$ cat src/rtl/rmsp_pkg.sv
// ----------------------------------------------------------------------------
// rmsp_pkg
// shared types and codes for the read memory size profiler
// ----------------------------------------------------------------------------
package rmsp_pkg;

  localparam int FUNC_W   = 3;
  localparam int ID_W     = 16;
  localparam int COST_W   = 32;
  localparam int LEN_W    = 7;
  localparam int STATUS_W = 2;
  localparam int RMS_W    = 32;

  typedef enum logic [FUNC_W-1:0] {
    EV_CALL  = 3'd0,
    EV_RET   = 3'd1,
    EV_READ  = 3'd2,
    EV_WRITE = 3'd3,
    EV_ADD   = 3'd4
  } ev_t;

  typedef enum logic [STATUS_W-1:0] {
    ST_FRAME    = 2'd0,
    ST_OVERFLOW = 2'd1,
    ST_EMPTY    = 2'd2
  } status_t;

  typedef enum logic [3:0] {
    S_CLEAR,
    S_IDLE,
    S_RET_RD,
    S_RET_WB,
    S_BYTE_RD,
    S_BYTE_CMP,
    S_SRCH_RD,
    S_SRCH_CMP,
    S_SRCH_WB,
    S_ADD_RD,
    S_ADD_WB,
    S_RET_PAR,
    S_RET_PWB
  } state_t;

endpackage

$ cat src/rtl/rmsp_fifo.sv
// ----------------------------------------------------------------------------
// rmsp_fifo
// short register queue between front and back end
// ----------------------------------------------------------------------------
module rmsp_fifo #(
  parameter int WIDTH = 8
) (
  input  logic             clk,
  input  logic             rst_n,
  input  logic             wr,
  input  logic [WIDTH-1:0] wdata,
  output logic             full,
  input  logic             rd,
  output logic [WIDTH-1:0] rdata,
  output logic             empty
);

  logic [WIDTH-1:0] mem_r [2];
  logic             wp_r;
  logic             rp_r;
  logic [1:0]       cnt_r;

  assign full  = (cnt_r == 2'd2);
  assign empty = (cnt_r == 2'd0);
  assign rdata = mem_r[rp_r];

  always_ff @(posedge clk) begin
    if (!rst_n) begin
      wp_r  <= 1'b0;
      rp_r  <= 1'b0;
      cnt_r <= 2'd0;
    end else begin
      if (wr && !full) begin
        wp_r <= ~wp_r;
      end
      if (rd && !empty) begin
        rp_r <= ~rp_r;
      end
      cnt_r <= cnt_r + 2'(wr && !full) - 2'(rd && !empty);
    end
  end

  always_ff @(posedge clk) begin
    if (wr && !full) begin
      mem_r[wp_r] <= wdata;
    end
  end

  assert property (@(posedge clk) disable iff (!rst_n) cnt_r <= 2'd2)
    else $error("queue count out of range");
  assert property (@(posedge clk) disable iff (!rst_n)
    (wr && !full && !(rd && !empty)) |=> !empty)
    else $error("queue lost a write");
  assert property (@(posedge clk) disable iff (!rst_n)
    (empty && !wr) |=> empty)
    else $error("queue invented an entry");

endmodule

$ cat src/rtl/rmsp_front.sv
// ----------------------------------------------------------------------------
// rmsp_front
// accepts items, saturates the length and queues them for the back end
// ----------------------------------------------------------------------------
module rmsp_front #(
  parameter int ADDR_WIDTH = 16,
  parameter int MAX_LEN    = 64
) (
  input  logic                          clk,
  input  logic                          rst_n,
  input  logic                          push,
  output logic                          full,
  input  logic [rmsp_pkg::FUNC_W-1:0]   func,
  input  logic [rmsp_pkg::ID_W-1:0]     func_id,
  input  logic [rmsp_pkg::COST_W-1:0]   cost,
  input  logic [rmsp_pkg::ID_W-1:0]     address,
  input  logic [rmsp_pkg::LEN_W-1:0]    length,
  output logic                          ev_valid,
  input  logic                          ev_take,
  output logic [rmsp_pkg::FUNC_W-1:0]   ev_func,
  output logic [rmsp_pkg::ID_W-1:0]     ev_id,
  output logic [rmsp_pkg::COST_W-1:0]   ev_cost,
  output logic [ADDR_WIDTH-1:0]         ev_addr,
  output logic [$clog2(MAX_LEN+1)-1:0]  ev_len
);

  localparam int NW = $clog2(MAX_LEN + 1);
  localparam int EW = rmsp_pkg::FUNC_W + rmsp_pkg::ID_W + rmsp_pkg::COST_W + ADDR_WIDTH + NW;

  logic [NW-1:0]         len_sat;
  logic [ADDR_WIDTH-1:0] addr_w;
  logic [EW-1:0]         wdata, rdata;
  logic                  empty;

  localparam int CW = (rmsp_pkg::LEN_W > NW) ? rmsp_pkg::LEN_W : NW;

  assign len_sat = (CW'(length) > CW'(MAX_LEN)) ? NW'(MAX_LEN) : NW'(length);
  assign addr_w  = ADDR_WIDTH'({{ADDR_WIDTH{1'b0}}, address});
  assign wdata   = {func, func_id, cost, addr_w, len_sat};
  assign {ev_func, ev_id, ev_cost, ev_addr, ev_len} = rdata;
  assign ev_valid = !empty;

  rmsp_fifo #(.WIDTH(EW)) u_q (
    .clk, .rst_n, .wr(push), .wdata, .full, .rd(ev_take), .rdata, .empty);

endmodule

$ cat config.mk
export PLATFORM = sky130hd
export DESIGN_NAME = rmsp_front
export DESIGN_NICKNAME = d
export VERILOG_FILES = /design/src/rtl/rmsp_pkg.sv /design/src/rtl/rmsp_fifo.sv /design/src/rtl/rmsp_front.sv
export SDC_FILE = /design/constraint.sdc
export NUM_CORES = 1
export LEC_CHECK = 0
export BUFFER_PORTS_ARGS = -buffer_cell sky130_fd_sc_hd__buf_2
export CAP_MARGIN = 30
export CORE_MARGIN = 2
export CORE_UTILIZATION = 50
export DETAILED_ROUTE_END_ITERATION = 7
export GPL_TIMING_DRIVEN = 0
export PLACE_DENSITY = 0.76
export SETUP_SLACK_MARGIN = 0.3
export SKIP_LAST_GASP = 1
export SLEW_MARGIN = 20
export SYNTH_ARGS = -nofsm -noshare
export SYNTH_HDL_FRONTEND = slang
export SYNTH_HIERARCHICAL = 1
export SYNTH_SLANG_ARGS = --single-unit
$ cat constraint.sdc
create_clock -name clk -period 10.7 [get_ports clk]
set_clock_uncertainty 0.05 [all_clocks]
set_input_delay 1.07 -clock clk [delete_from_list [all_inputs] [get_ports clk]]
set_output_delay 1.07 -clock clk [all_outputs]
set_load 0.01 [all_outputs]
==> impl_metrics.yaml, run 1 <==
run_status:
  outcome: "completed"
final_layout:
  layout_common_cells: "buf_2, edfxtp_1, mux2_4, clkbuf_16, mux2_2"
  layout_commonest_cell: "buf_2"
  design_area_um2: 7540
  drive_gt1_share_pct: 60.0
  regArea_um2: 4540
  diodes: 0
  nFillCells: 805
  multi_input_area_um2: 1230
  area_growth_pct: 28.5
  fin_nets: 522
sta:
  rsz0062_at_grt: "no"
  finalSetupViolCount: 0
  timing.final.crit_share_pct: 25.3
  period_minus_slack_ns: 2.71
  setup_tns_ns: 0
  maxSlewHeadroom_pct: 61.3
  final_max_slew_viol_count: 0
  fmax_mhz: 369
  hold_viol: 0
  fin_hold_ws_ns: 0.486
  tightest_slew_ns: 0.581
  worst_slack_ns: 7.99
placement:
  place_congestion: 0.704
  dp_hpwl_um: 6730
  pre_cts_ws_ns: 8.10
  io_buffers: 153
  placed_cell_area_um2: 6950
synth:
  synth_warnings: 6
  syn-num-nets: 345
  synthesis.area_um2: 5870
  synthCells: 265
  synth_area_per_cell_um2: 22.1
  ys_ff_latch: 153
  ys_types: 20
  ys_seq_area_share_pct: 77.5
power:
  powerDensity_nw_per_um2: 255
  p_int_w: 0.00141
  switching_share_pct: 26.6
  seqPwrFrac_pct: 41.5
  pwr-share-comb_pct: 28.4
  pwr-share-clk_pct: 30.1
  finalPower_w: 0.00192
  peakVddDrop_v: 0.000193
  p_leak_nw: 3.01
  p_sw_w: 0.000511
clocking:
  cts_root_buf: "clkbuf_16"
  cts_tree: "yes"
  cts_resized: 0
  numCtsBuffers: 17
  cts.sinks: 153
  cts_hold_buffers: 0
  cts_buffer_depth: 2
  cts_setup_buffers: 0
  cts.htree.levels: 4
  clkTransAtPathRegs_ns: 0.06
  insertion_delay_ns: 0.41
die:
  die_area_um2: 12600
  chipHeight_um: 112
  ioPinCount: 154
  die_x_um: 112
  start_util_pct: 51.4
  core_area_um2: 11400
  row_count: 39
setup_path:
  worstSetupEndpointType: "output pin"
  r2r_setup_slack_ns: 8.70
  startpoint_type: "register"
  critical_path_required_ns: 9.58
  r2r_start: "u_q/cnt_r[0]$_SDFF_PN0_"
  r2r-end: "u_q/mem_r[0][60]$_DFFE_PP_"
  cp_max_fo: 10
  r2r.worst_path.cells: 6
  setup.worst_path.class: "reg -> out"
  critPathArrivalTime_ns: 1.59
global_routing:
  grt_util_met1_pct: 18.3
  first_global_vias: 3081
  grt_busiest_layer: "met2"
  grt_pass1_wl_um: 15100
  grt_max_degree: 40
  met2_usage_pct: 26.9
  grt_antenna_before_repair: 1
  globalRouteTotalUtil_pct: 16.0
  gr-total-overflow: 0
  grtUsageMet3_pct: 6.75
detailed_routing:
  routed_wl_um: 9760
  post_drt_wl_per_cell_um: 16.3
  route.detailed.drc: 0
  firstDrtPassIters: 4
  drt-initial-drc-count: 118
  antenna_left: 0
  vias: 2931
  drt-vias-per-instance: 4.90
hold_path:
  min_from: "u_q/wp_r$_SDFFE_PN0P_"
  holdCritPathClass: "reg -> reg"
  min_path_cells: 2
  whs_endpoint: "u_q/wp_r$_SDFFE_PN0P_"
flow_run:
  cap_viol_max_count: 0
[registers in the layout (all words and copies together), names as in the netlist, named ones only]
signal / cells
u_q/mem_r: 148
u_q/cnt_r: 2
u_q/rp_r: 1
u_q/wp_r: 1
[logic make-up (layout without fill, tap and decap cells)]
logic type                 count (synthesis)  in the layout  synth area share [%]
adders and majority gates                  2              2                 0.427
AOI/OAI and AO/OA                          1              1                 0.128
DFF                                      153            153                  77.5
buffers and inverters                     13            203                  1.75
and+or+nand+nor                           19             19                  1.71
muxes                                     75             75                  18.2
xor gates and xnor gates                   2              2                 0.299
[cells in the mapped netlist, drive strengths merged]
master	count	area (µm²)
xnor2	1	8.76
xor2	1	8.76
and2	2	12.5
inv	4	15.0
and3	1	6.26
nand2	2	7.51
clkbuf	1	3.75
nor2b	6	37.5
o21a	1	7.51
ha	2	25.0
mux2i	1	10.0
buf	8	83.8
nor2	5	18.8
nand2b	2	12.5
dfxtp	5	100
nor3	1	5.00
mux2	74	1060
edfxtp	148	4440
[metrics by stage]
step / util [%] / instances
CTS: 66.0 / 598
global route: 66.0 / 598
floorplan: - / 265
global placement: 59.6 / 561
detailed placement: 60.9 / 566
finish: 66.0 / 598
[power by group through the flow]
| stage | registers, W | clock network (W) | logic, W |
|---|---|---|---|
| after floorplan | 0.000813 | 0 | 0.000356 |
| after global placement | 0.000822 | 0 | 0.000515 |
| after detailed placement | 0.000812 | 0 | 0.000557 |
| after CTS | 0.000800 | 0.000592 | 0.000559 |
| after global routing | 0.000807 | 0.000621 | 0.000585 |
| final | 0.000799 | 0.000579 | 0.000546 |
[cell type report]
cell class              instances  share of cell area (%)
flip-flops and latches        153                    60.3
well taps                     143                    2.37
clock inverters                13                    1.91
clock buffers                  19                    5.87
repair buffers                158                    11.9
plain buffers                   9                    1.16
inverters                       4                   0.199
multi-input cells              99                    16.3
[per-layer routing]
layer | up-vias | wire length [µm]
met5 | - | 8
met1 | 1440 | 3850
li1 | 1383 | -
met3 | 11 | 636
met4 | 2 | 120
met2 | 95 | 5140
[critical path, cell delays in order, from the launching register on]
cell and delay, ns:
dfxtp_1 0.34, buf_6 0.18, buf_6 0.20, mux2_4 0.32
buf_2 0.14
[worst max path at each step]
| stage | to | slack [ns] | cells past startpoint |
|---|---|---|---|
| final | ev_addr[6] | 7.99 | 4 |
| after floorplan | u_q/mem_r[0][0]$_DFFE_PP_ | 5.89 | 2 |
| after detailed placement | u_q/mem_r[0][63]$_DFFE_PP_ | 8.10 | 6 |
| after global routing | ev_cost[11] | 7.92 | 4 |
| after global placement | u_q/mem_r[0][63]$_DFFE_PP_ | 4.10 | 3 |
| after CTS | ev_addr[6] | 7.96 | 4 |
(Power assumes the default switching activity.)
==> inputs of run 2 (changes only) <==
- CORE_UTILIZATION: 50 -> 47
- PLACE_DENSITY: 0.76 -> 0.75
- clock period: 10.7 -> 2.2 ns (I/O delays scaled with it)
==> run 2 against run 1 <==
  * Critical endpoint is now ev_addr[9]
  * Critical path type unchanged
  * Worst setup slack got worse by 7.7 ns
  * Register-to-register slack got worse by 8.3 ns
  * Design area grew 9.4%
  * Highest routed layer is now met4
  * Critical path depth did not move
==> impl_metrics.yaml, run 2 (same netlist as run 1, synthesis figures left out) <==
setup_path:
  setup.worst_path.class: "reg -> out"
  critPathArrivalTime_ns: 1.59
  r2r.worst_path.cells: 3
  critical_path_required_ns: 1.93
  path_buf_inv: 3
  worstSetupEndpointType: "output pin"
  slowest_delay_ns: 0.37
  crit_chain: "buf_12 -> buf_8 -> mux2_4 -> buf_2"
  crit_slowest_cell: "dfxtp_1"
  crit_cells: 4
  critPathTopFamily: "buffers and inverters"
  r2r_setup_slack_ns: 0.45
  startpoint_type: "register"
  cp_max_fo: 10
sta:
  setup_tns_ns: 0
  fin_hold_ws_ns: 0.0329
  period_minus_slack_ns: 1.86
  maxSlewHeadroom_pct: 64.9
  fmax_mhz: 538
  timing.final.crit_share_pct: 84.5
  tightest_slew_ns: 0.526
  final_max_slew_viol_count: 0
  finalSetupViolCount: 0
  rsz0062_at_grt: "yes"
  hold_viol: 0
  worst_slack_ns: 0.342
detailed_routing:
  firstDrtPassIters: 4
  antenna_left: 0
  drt-initial-drc-count: 153
  drt-vias-per-instance: 4.63
  vias: 3202
  routed_wl_um: 11100
  post_drt_wl_per_cell_um: 16.1
  route.detailed.drc: 0
final_layout:
  drive_gt1_share_pct: 51.4
  layout_common_cells: "buf_2, edfxtp_1, dlygate4sd3_1, mux2_4, clkbuf_16"
  reg_top3: "u_q/mem_r: 148 flops, u_q/cnt_r: 2 flops"
  fin_nets: 590
  layout_commonest_cell: "buf_2"
  area_growth_pct: 40.7
  largest_register: "u_q/mem_r"
  largest_reg_flops: 148
  utilization_pct: 68.1
  fin_cells: 692
clocking:
  cts_buffer_depth: 2
  insertion_delay_ns: 0.41
  cts_root_buf: "clkbuf_16"
  cts.sinks: 153
  cts_tree: "yes"
  clkTransAtPathRegs_ns: 0.06
  numCtsBuffers: 17
  cts.htree.levels: 4
placement:
  dp.cells: 591
  place_congestion: 0.686
  dp_hpwl_um: 6790
  pre_cts_ws_ns: 0.00408
  io_buffers: 153
die:
  ioPinCount: 154
  chipHeight_um: 116
  die_area_um2: 13400
  start_util_pct: 48.4
  die_x_um: 116
  core_area_um2: 12100
  row_count: 40
run_status:
  outcome: "completed"
hold_path:
  holdCritPathClass: "in -> reg"
  min_path_cells: 2
power:
  p_leak_nw: 3.29
  peakVddDrop_v: 0.000573
  powerDensity_nw_per_um2: 1140
global_routing:
  grt_pass1_wl_um: 16600
  first_global_vias: 3403
  grt_max_degree: 42
  grt_antenna_before_repair: 1
  gr-total-overflow: 0
  globalRouteTotalUtil_pct: 17.0
flow_run:
  cap_viol_max_count: 0
## run 2: cell types whose count changed in the layout (fill, tap and decap cells not counted), moves of 2 or more
| cell | delta |
|---|---|
| buf_6 | -7 |
| inv_6 | -2 |
| clkinv_1 | +7 |
| clkinv_4 | -4 |
| dlygate4sd3_1 | +67 |
| buf_12 | +2 |
| buf_8 | +6 |
## run 2: worst paths after layout
| kind | startpoint | end |
|---|---|---|
| setup / recovery | register | ev_addr[9] |
| hold / removal | rst_n | u_q/cnt_r[0]$_SDFF_PN0_ |
| setup reg to reg | u_q/cnt_r[0]$_SDFF_PN0_ | u_q/mem_r[1][63]$_DFFE_PP_ |
| hold reg to reg | u_q/rp_r$_SDFFE_PN0P_ | register |
## run 2: what timing repair did
action / 4_1_cts / 5_1_grt
pin swaps: 1 / 0
resized for setup: 0 / 10
endpoints found under the hold margin: 134 / 0
hold buffers: 67 / 0
endpoints found under the setup margin: 31 / 61
gates cloned: 0 / 0
setup buffers: 1 / 0
## run 2: worst reg2reg max path: cells and delay by family (launching register included)
family / cells / cell delay [ns]
flip-flops: 1 / 0.35
AND/OR/NAND/NOR: 2 / 0.70
buffers and inverters: 1 / 0.31
## run 2: metal layers
layer	routed length [µm]	track usage, %	vias to the layer above
li1	-	-	1525
met1	4410	19.0	1542
met2	5760	29.6	119
met3	734	5.54	16
met4	238	7.94	0
met5	0	0	-
## run 2: stage by stage
step           power, W  cell area [µm²]
2_1_floorplan   0.00568             5890
3_3_place_gp    0.00648             6870
3_5_place_dp    0.00666             6990
4_1_cts         0.00943             8210
5_1_grt         0.00985             8250
6_report        0.00941             8250
## run 2: report_power, final
part / leakage, nW / switching, W / total [W] / internal [W]
clock network: 0.267 / 0.00103 / 0.00267 / 0.00163
logic: 1.59 / 0.00130 / 0.00284 / 0.00155
registers: 1.43 / 0.000140 / 0.00390 / 0.00376
## run 2: final cells by class
type / instances / area [µm²]
flip-flops and latches: 153 / 4550
fillers: 817 / 3860
repair buffers: 226 / 1560
multi-input cells: 99 / 1250
clock buffers: 19 / 433
well taps: 168 / 210
plain buffers: 9 / 126
clock inverters: 13 / 110
inverters: 4 / 15.0
diodes: 1 / 2.50
==> inputs of run 3 (changes only) <==
- ABC_AREA: not set -> 1
- CORE_UTILIZATION: 47 -> 50
- PLACE_DENSITY: 0.75 -> 0.76
- clock period: 2.2 -> 1.8 ns (I/O delays scaled with it)
==> run 3 against run 2 <==
  * Worst setup slack got worse by 0.33 ns
  * Core utilization rose by 12 points
  * Sequential cell count unchanged
  * Wire length grew 28%
  * Die area shrank 5.0%
  * Combinational power rose by 57%
  * Critical path type unchanged
  * Critical endpoint is now ev_id[4]
  * Highest routed layer unchanged
==> impl_metrics.yaml, run 3 <==
synth:
  yosysMostFrequentCell: "edfxtp_1"
  ys_ff_latch: 153
  syn-num-nets: 366
  async_reset_ff_share_pct: 0
  synthMuxAreaShare_pct: 17.9
  synth-simple-area-share_pct: 2.01
  synth_area_per_cell_um2: 20.7
  yosysTopAreaCellShare_pct: 75.1
  synth_xor_area_share_pct: 0
  synth_compound_area_share_pct: 0.423
  ys_types: 15
  synth_flop_cell: "edfxtp_1"
  synth.top_cells.by_count: "edfxtp_1, mux2_4, inv_1"
  synth_adder_area_share_pct: 0.423
  synthCells: 286
  synth_edf_count: 148
  synth_warnings: 6
  synth_top_family_by_area: "multiplexers"
  synth_top_cell_by_area: "edfxtp_1"
  ys_seq_area_share_pct: 76.8
  synth_area_leaders: "edfxtp_1, mux2_4, mux2_2"
  synthesis.area_um2: 5920
setup_path:
  cp_max_fo: 5
  critical_path_required_ns: 1.57
  setup.worst_path.class: "reg -> out"
  path_buf_inv: 3
  r2r.worst_path.cells: 10
  worstSetupEndpointType: "output pin"
  critPathTopFamily: "buffers and inverters"
  r2r_setup_slack_ns: 0.19
  r2r-end: "u_q/cnt_r[1]$_SDFF_PN0_"
  slowest_delay_ns: 0.40
  crit_slowest_cell: "dfxtp_4"
  critPathArrivalTime_ns: 1.56
  cpMostUsedCell: "clkbuf_16"
  r2r_start: "u_q/cnt_r[0]$_SDFF_PN0_"
  startpoint_type: "register"
  crit_chain: "clkbuf_16 -> clkbuf_16 -> mux2_4 -> buf_6"
clocking:
  cts.sinks: 153
  cts.htree.levels: 4
  cts_root_buf: "clkbuf_16"
  cts_tree: "yes"
  insertion_delay_ns: 0.42
  cts_buffer_depth: 2
  numCtsBuffers: 17
  clkTransAtPathRegs_ns: 0.05
final_layout:
  fin_nets: 636
  layout_commonest_cell: "edfxtp_1"
  area_growth_pct: 55.7
  largest_register: "u_q/mem_r"
  diodes: 0
  layout_common_cells: "edfxtp_1, buf_2, dlygate4sd3_1, buf_6, mux2_4"
  reg_top3: "u_q/mem_r: 148 flops, u_q/cnt_r: 2 flops"
  largest_reg_flops: 148
  drive_gt1_share_pct: 54.8
hold_path:
  holdCritPathClass: "in -> reg"
  min_from: "ev_take"
  min_path_cells: 4
sta:
  worst_slack_ns: 0.0121
  setup_tns_ns: 0
  timing.final.crit_share_pct: 99.3
  tightest_slew_ns: 0.280
  final_max_slew_viol_count: 0
  fmax_mhz: 559
  period_minus_slack_ns: 1.79
  rsz0062_at_grt: "yes"
  hold_viol: 0
  maxSlewHeadroom_pct: 81.3
  finalSetupViolCount: 0
die:
  chipHeight_um: 113
  row_count: 39
  ioPinCount: 154
  start_util_pct: 51.6
  core_area_um2: 11500
  die_x_um: 113
  die_area_um2: 12700
detailed_routing:
  post_drt_wl_per_cell_um: 20.0
  drt-vias-per-instance: 5.05
  routed_wl_um: 14300
  drt-initial-drc-count: 187
  firstDrtPassIters: 4
  route.detailed.drc: 0
  antenna_left: 0
  vias: 3596
global_routing:
  grt_max_degree: 29
  grt_pass1_wl_um: 18600
  gr-total-overflow: 0
  grt_antenna_before_repair: 0
  globalRouteTotalUtil_pct: 19.5
  first_global_vias: 3735
placement:
  dp_hpwl_um: 7340
  io_buffers: 153
  place_congestion: 0.711
  pre_cts_ws_ns: -0.155
run_status:
  outcome: "completed"
power:
  peakVddDrop_v: 0.000982
  powerDensity_nw_per_um2: 1340
  p_leak_nw: 3.69
flow_run:
  cap_viol_max_count: 0
[run 3: cell count changes after synthesis, sizes merged, moves of 2 or more]
cell    previous run  this run
inv                4        16
nor2               5        14
nand2              2         9
nor2b              6         0
a21oi              0         5
nand3              0         4
and2               2         0
nand2b             2         0
[run 3: metal layers]
layer / vias to the layer above / GRT usage (%) / routed length (µm)
met5: - / 0 / 0
met4: 0 / 8.70 / 370
met3: 32 / 5.57 / 831
met2: 153 / 33.3 / 7570
met1: 1770 / 23.2 / 5500
li1: 1641 / - / -
[run 3: metrics by stage]
stage | util (%) | hold slack (ns) | instance area (µm²) | power, W | instances
detailed placement | 61.1 | 0.322 | 7010 | 0.00763 | 587
finish | 80.4 | 0.0707 | 9220 | 0.0123 | 712
CTS | 73.1 | 0.0295 | 8380 | 0.0111 | 694
global route | 80.4 | 0.0622 | 9220 | 0.0128 | 712
floorplan | - | 0.223 | 5950 | 0.00656 | 286
global placement | 60.1 | 0.317 | 6890 | 0.00742 | 582
[run 3: area by class of cell]
cell class | instances | area, µm²
Sequential cell | 153 | 4550
Timing Repair Buffer | 250 | 2420
Fill cell | 562 | 2250
Multi-Input combinational cell | 108 | 1320
Clock buffer | 20 | 437
Tap cell | 143 | 179
Buffer | 9 | 151
Clock inverter | 12 | 83.8
Inverter | 16 | 63.8
Timing Repair inverter | 1 | 7.51
[run 3: worst reg2reg max path, cell delays in order (launching register included)]
cell and delay, ns:
dfxtp_2 0.37, inv_2 0.07, nand2_4 0.10, nand2_4 0.08, ha_4 0.27, inv_2 0.04
ha_4 0.16, inv_2 0.05, nand2_2 0.07, a21oi_2 0.16, nor2_2 0.07
[run 3: timing repair]
| item | 4_1_cts | 5_1_grt |
|---|---|---|
| endpoints found under the setup margin | 223 | 137 |
| buffers inserted | 5 | 6 |
| pin swaps | 4 | 6 |
| gates resized for setup | 24 | 95 |
| gates cloned | 2 | 12 |
| hold buffers | 68 | 0 |
| endpoints found under the hold margin | 139 | 0 |
[run 3: worst max-delay path by stage]
stage,startpoint,endpoint,cells past startpoint
2_1_floorplan,u_q/cnt_r[0]$_SDFF_PN0_,u_q/mem_r[0][0]$_DFFE_PP_,4
3_3_place_gp,u_q/cnt_r[0]$_SDFF_PN0_,u_q/mem_r[0][65]$_DFFE_PP_,4
3_5_place_dp,u_q/cnt_r[0]$_SDFF_PN0_,u_q/mem_r[0][49]$_DFFE_PP_,6
4_1_cts,register,ev_cost[5],4
5_1_grt,register,ev_id[4],4
6_report,register,ev_id[4],4
[run 3: kinds of logic after synthesis]
kind of cell / count (synthesis)
fa+ha+maj: 2
compound gates: 5
mux: 74
flops: 153
buf+inv: 25
simple gates: 27
[run 3: power breakdown]
part | leakage (nW) | switching, W | internal, W
Clock | 0.242 | 0.00131 | 0.00186
Sequential | 1.43 | 0.000189 | 0.00453
Combinational | 2.01 | 0.00182 | 0.00264
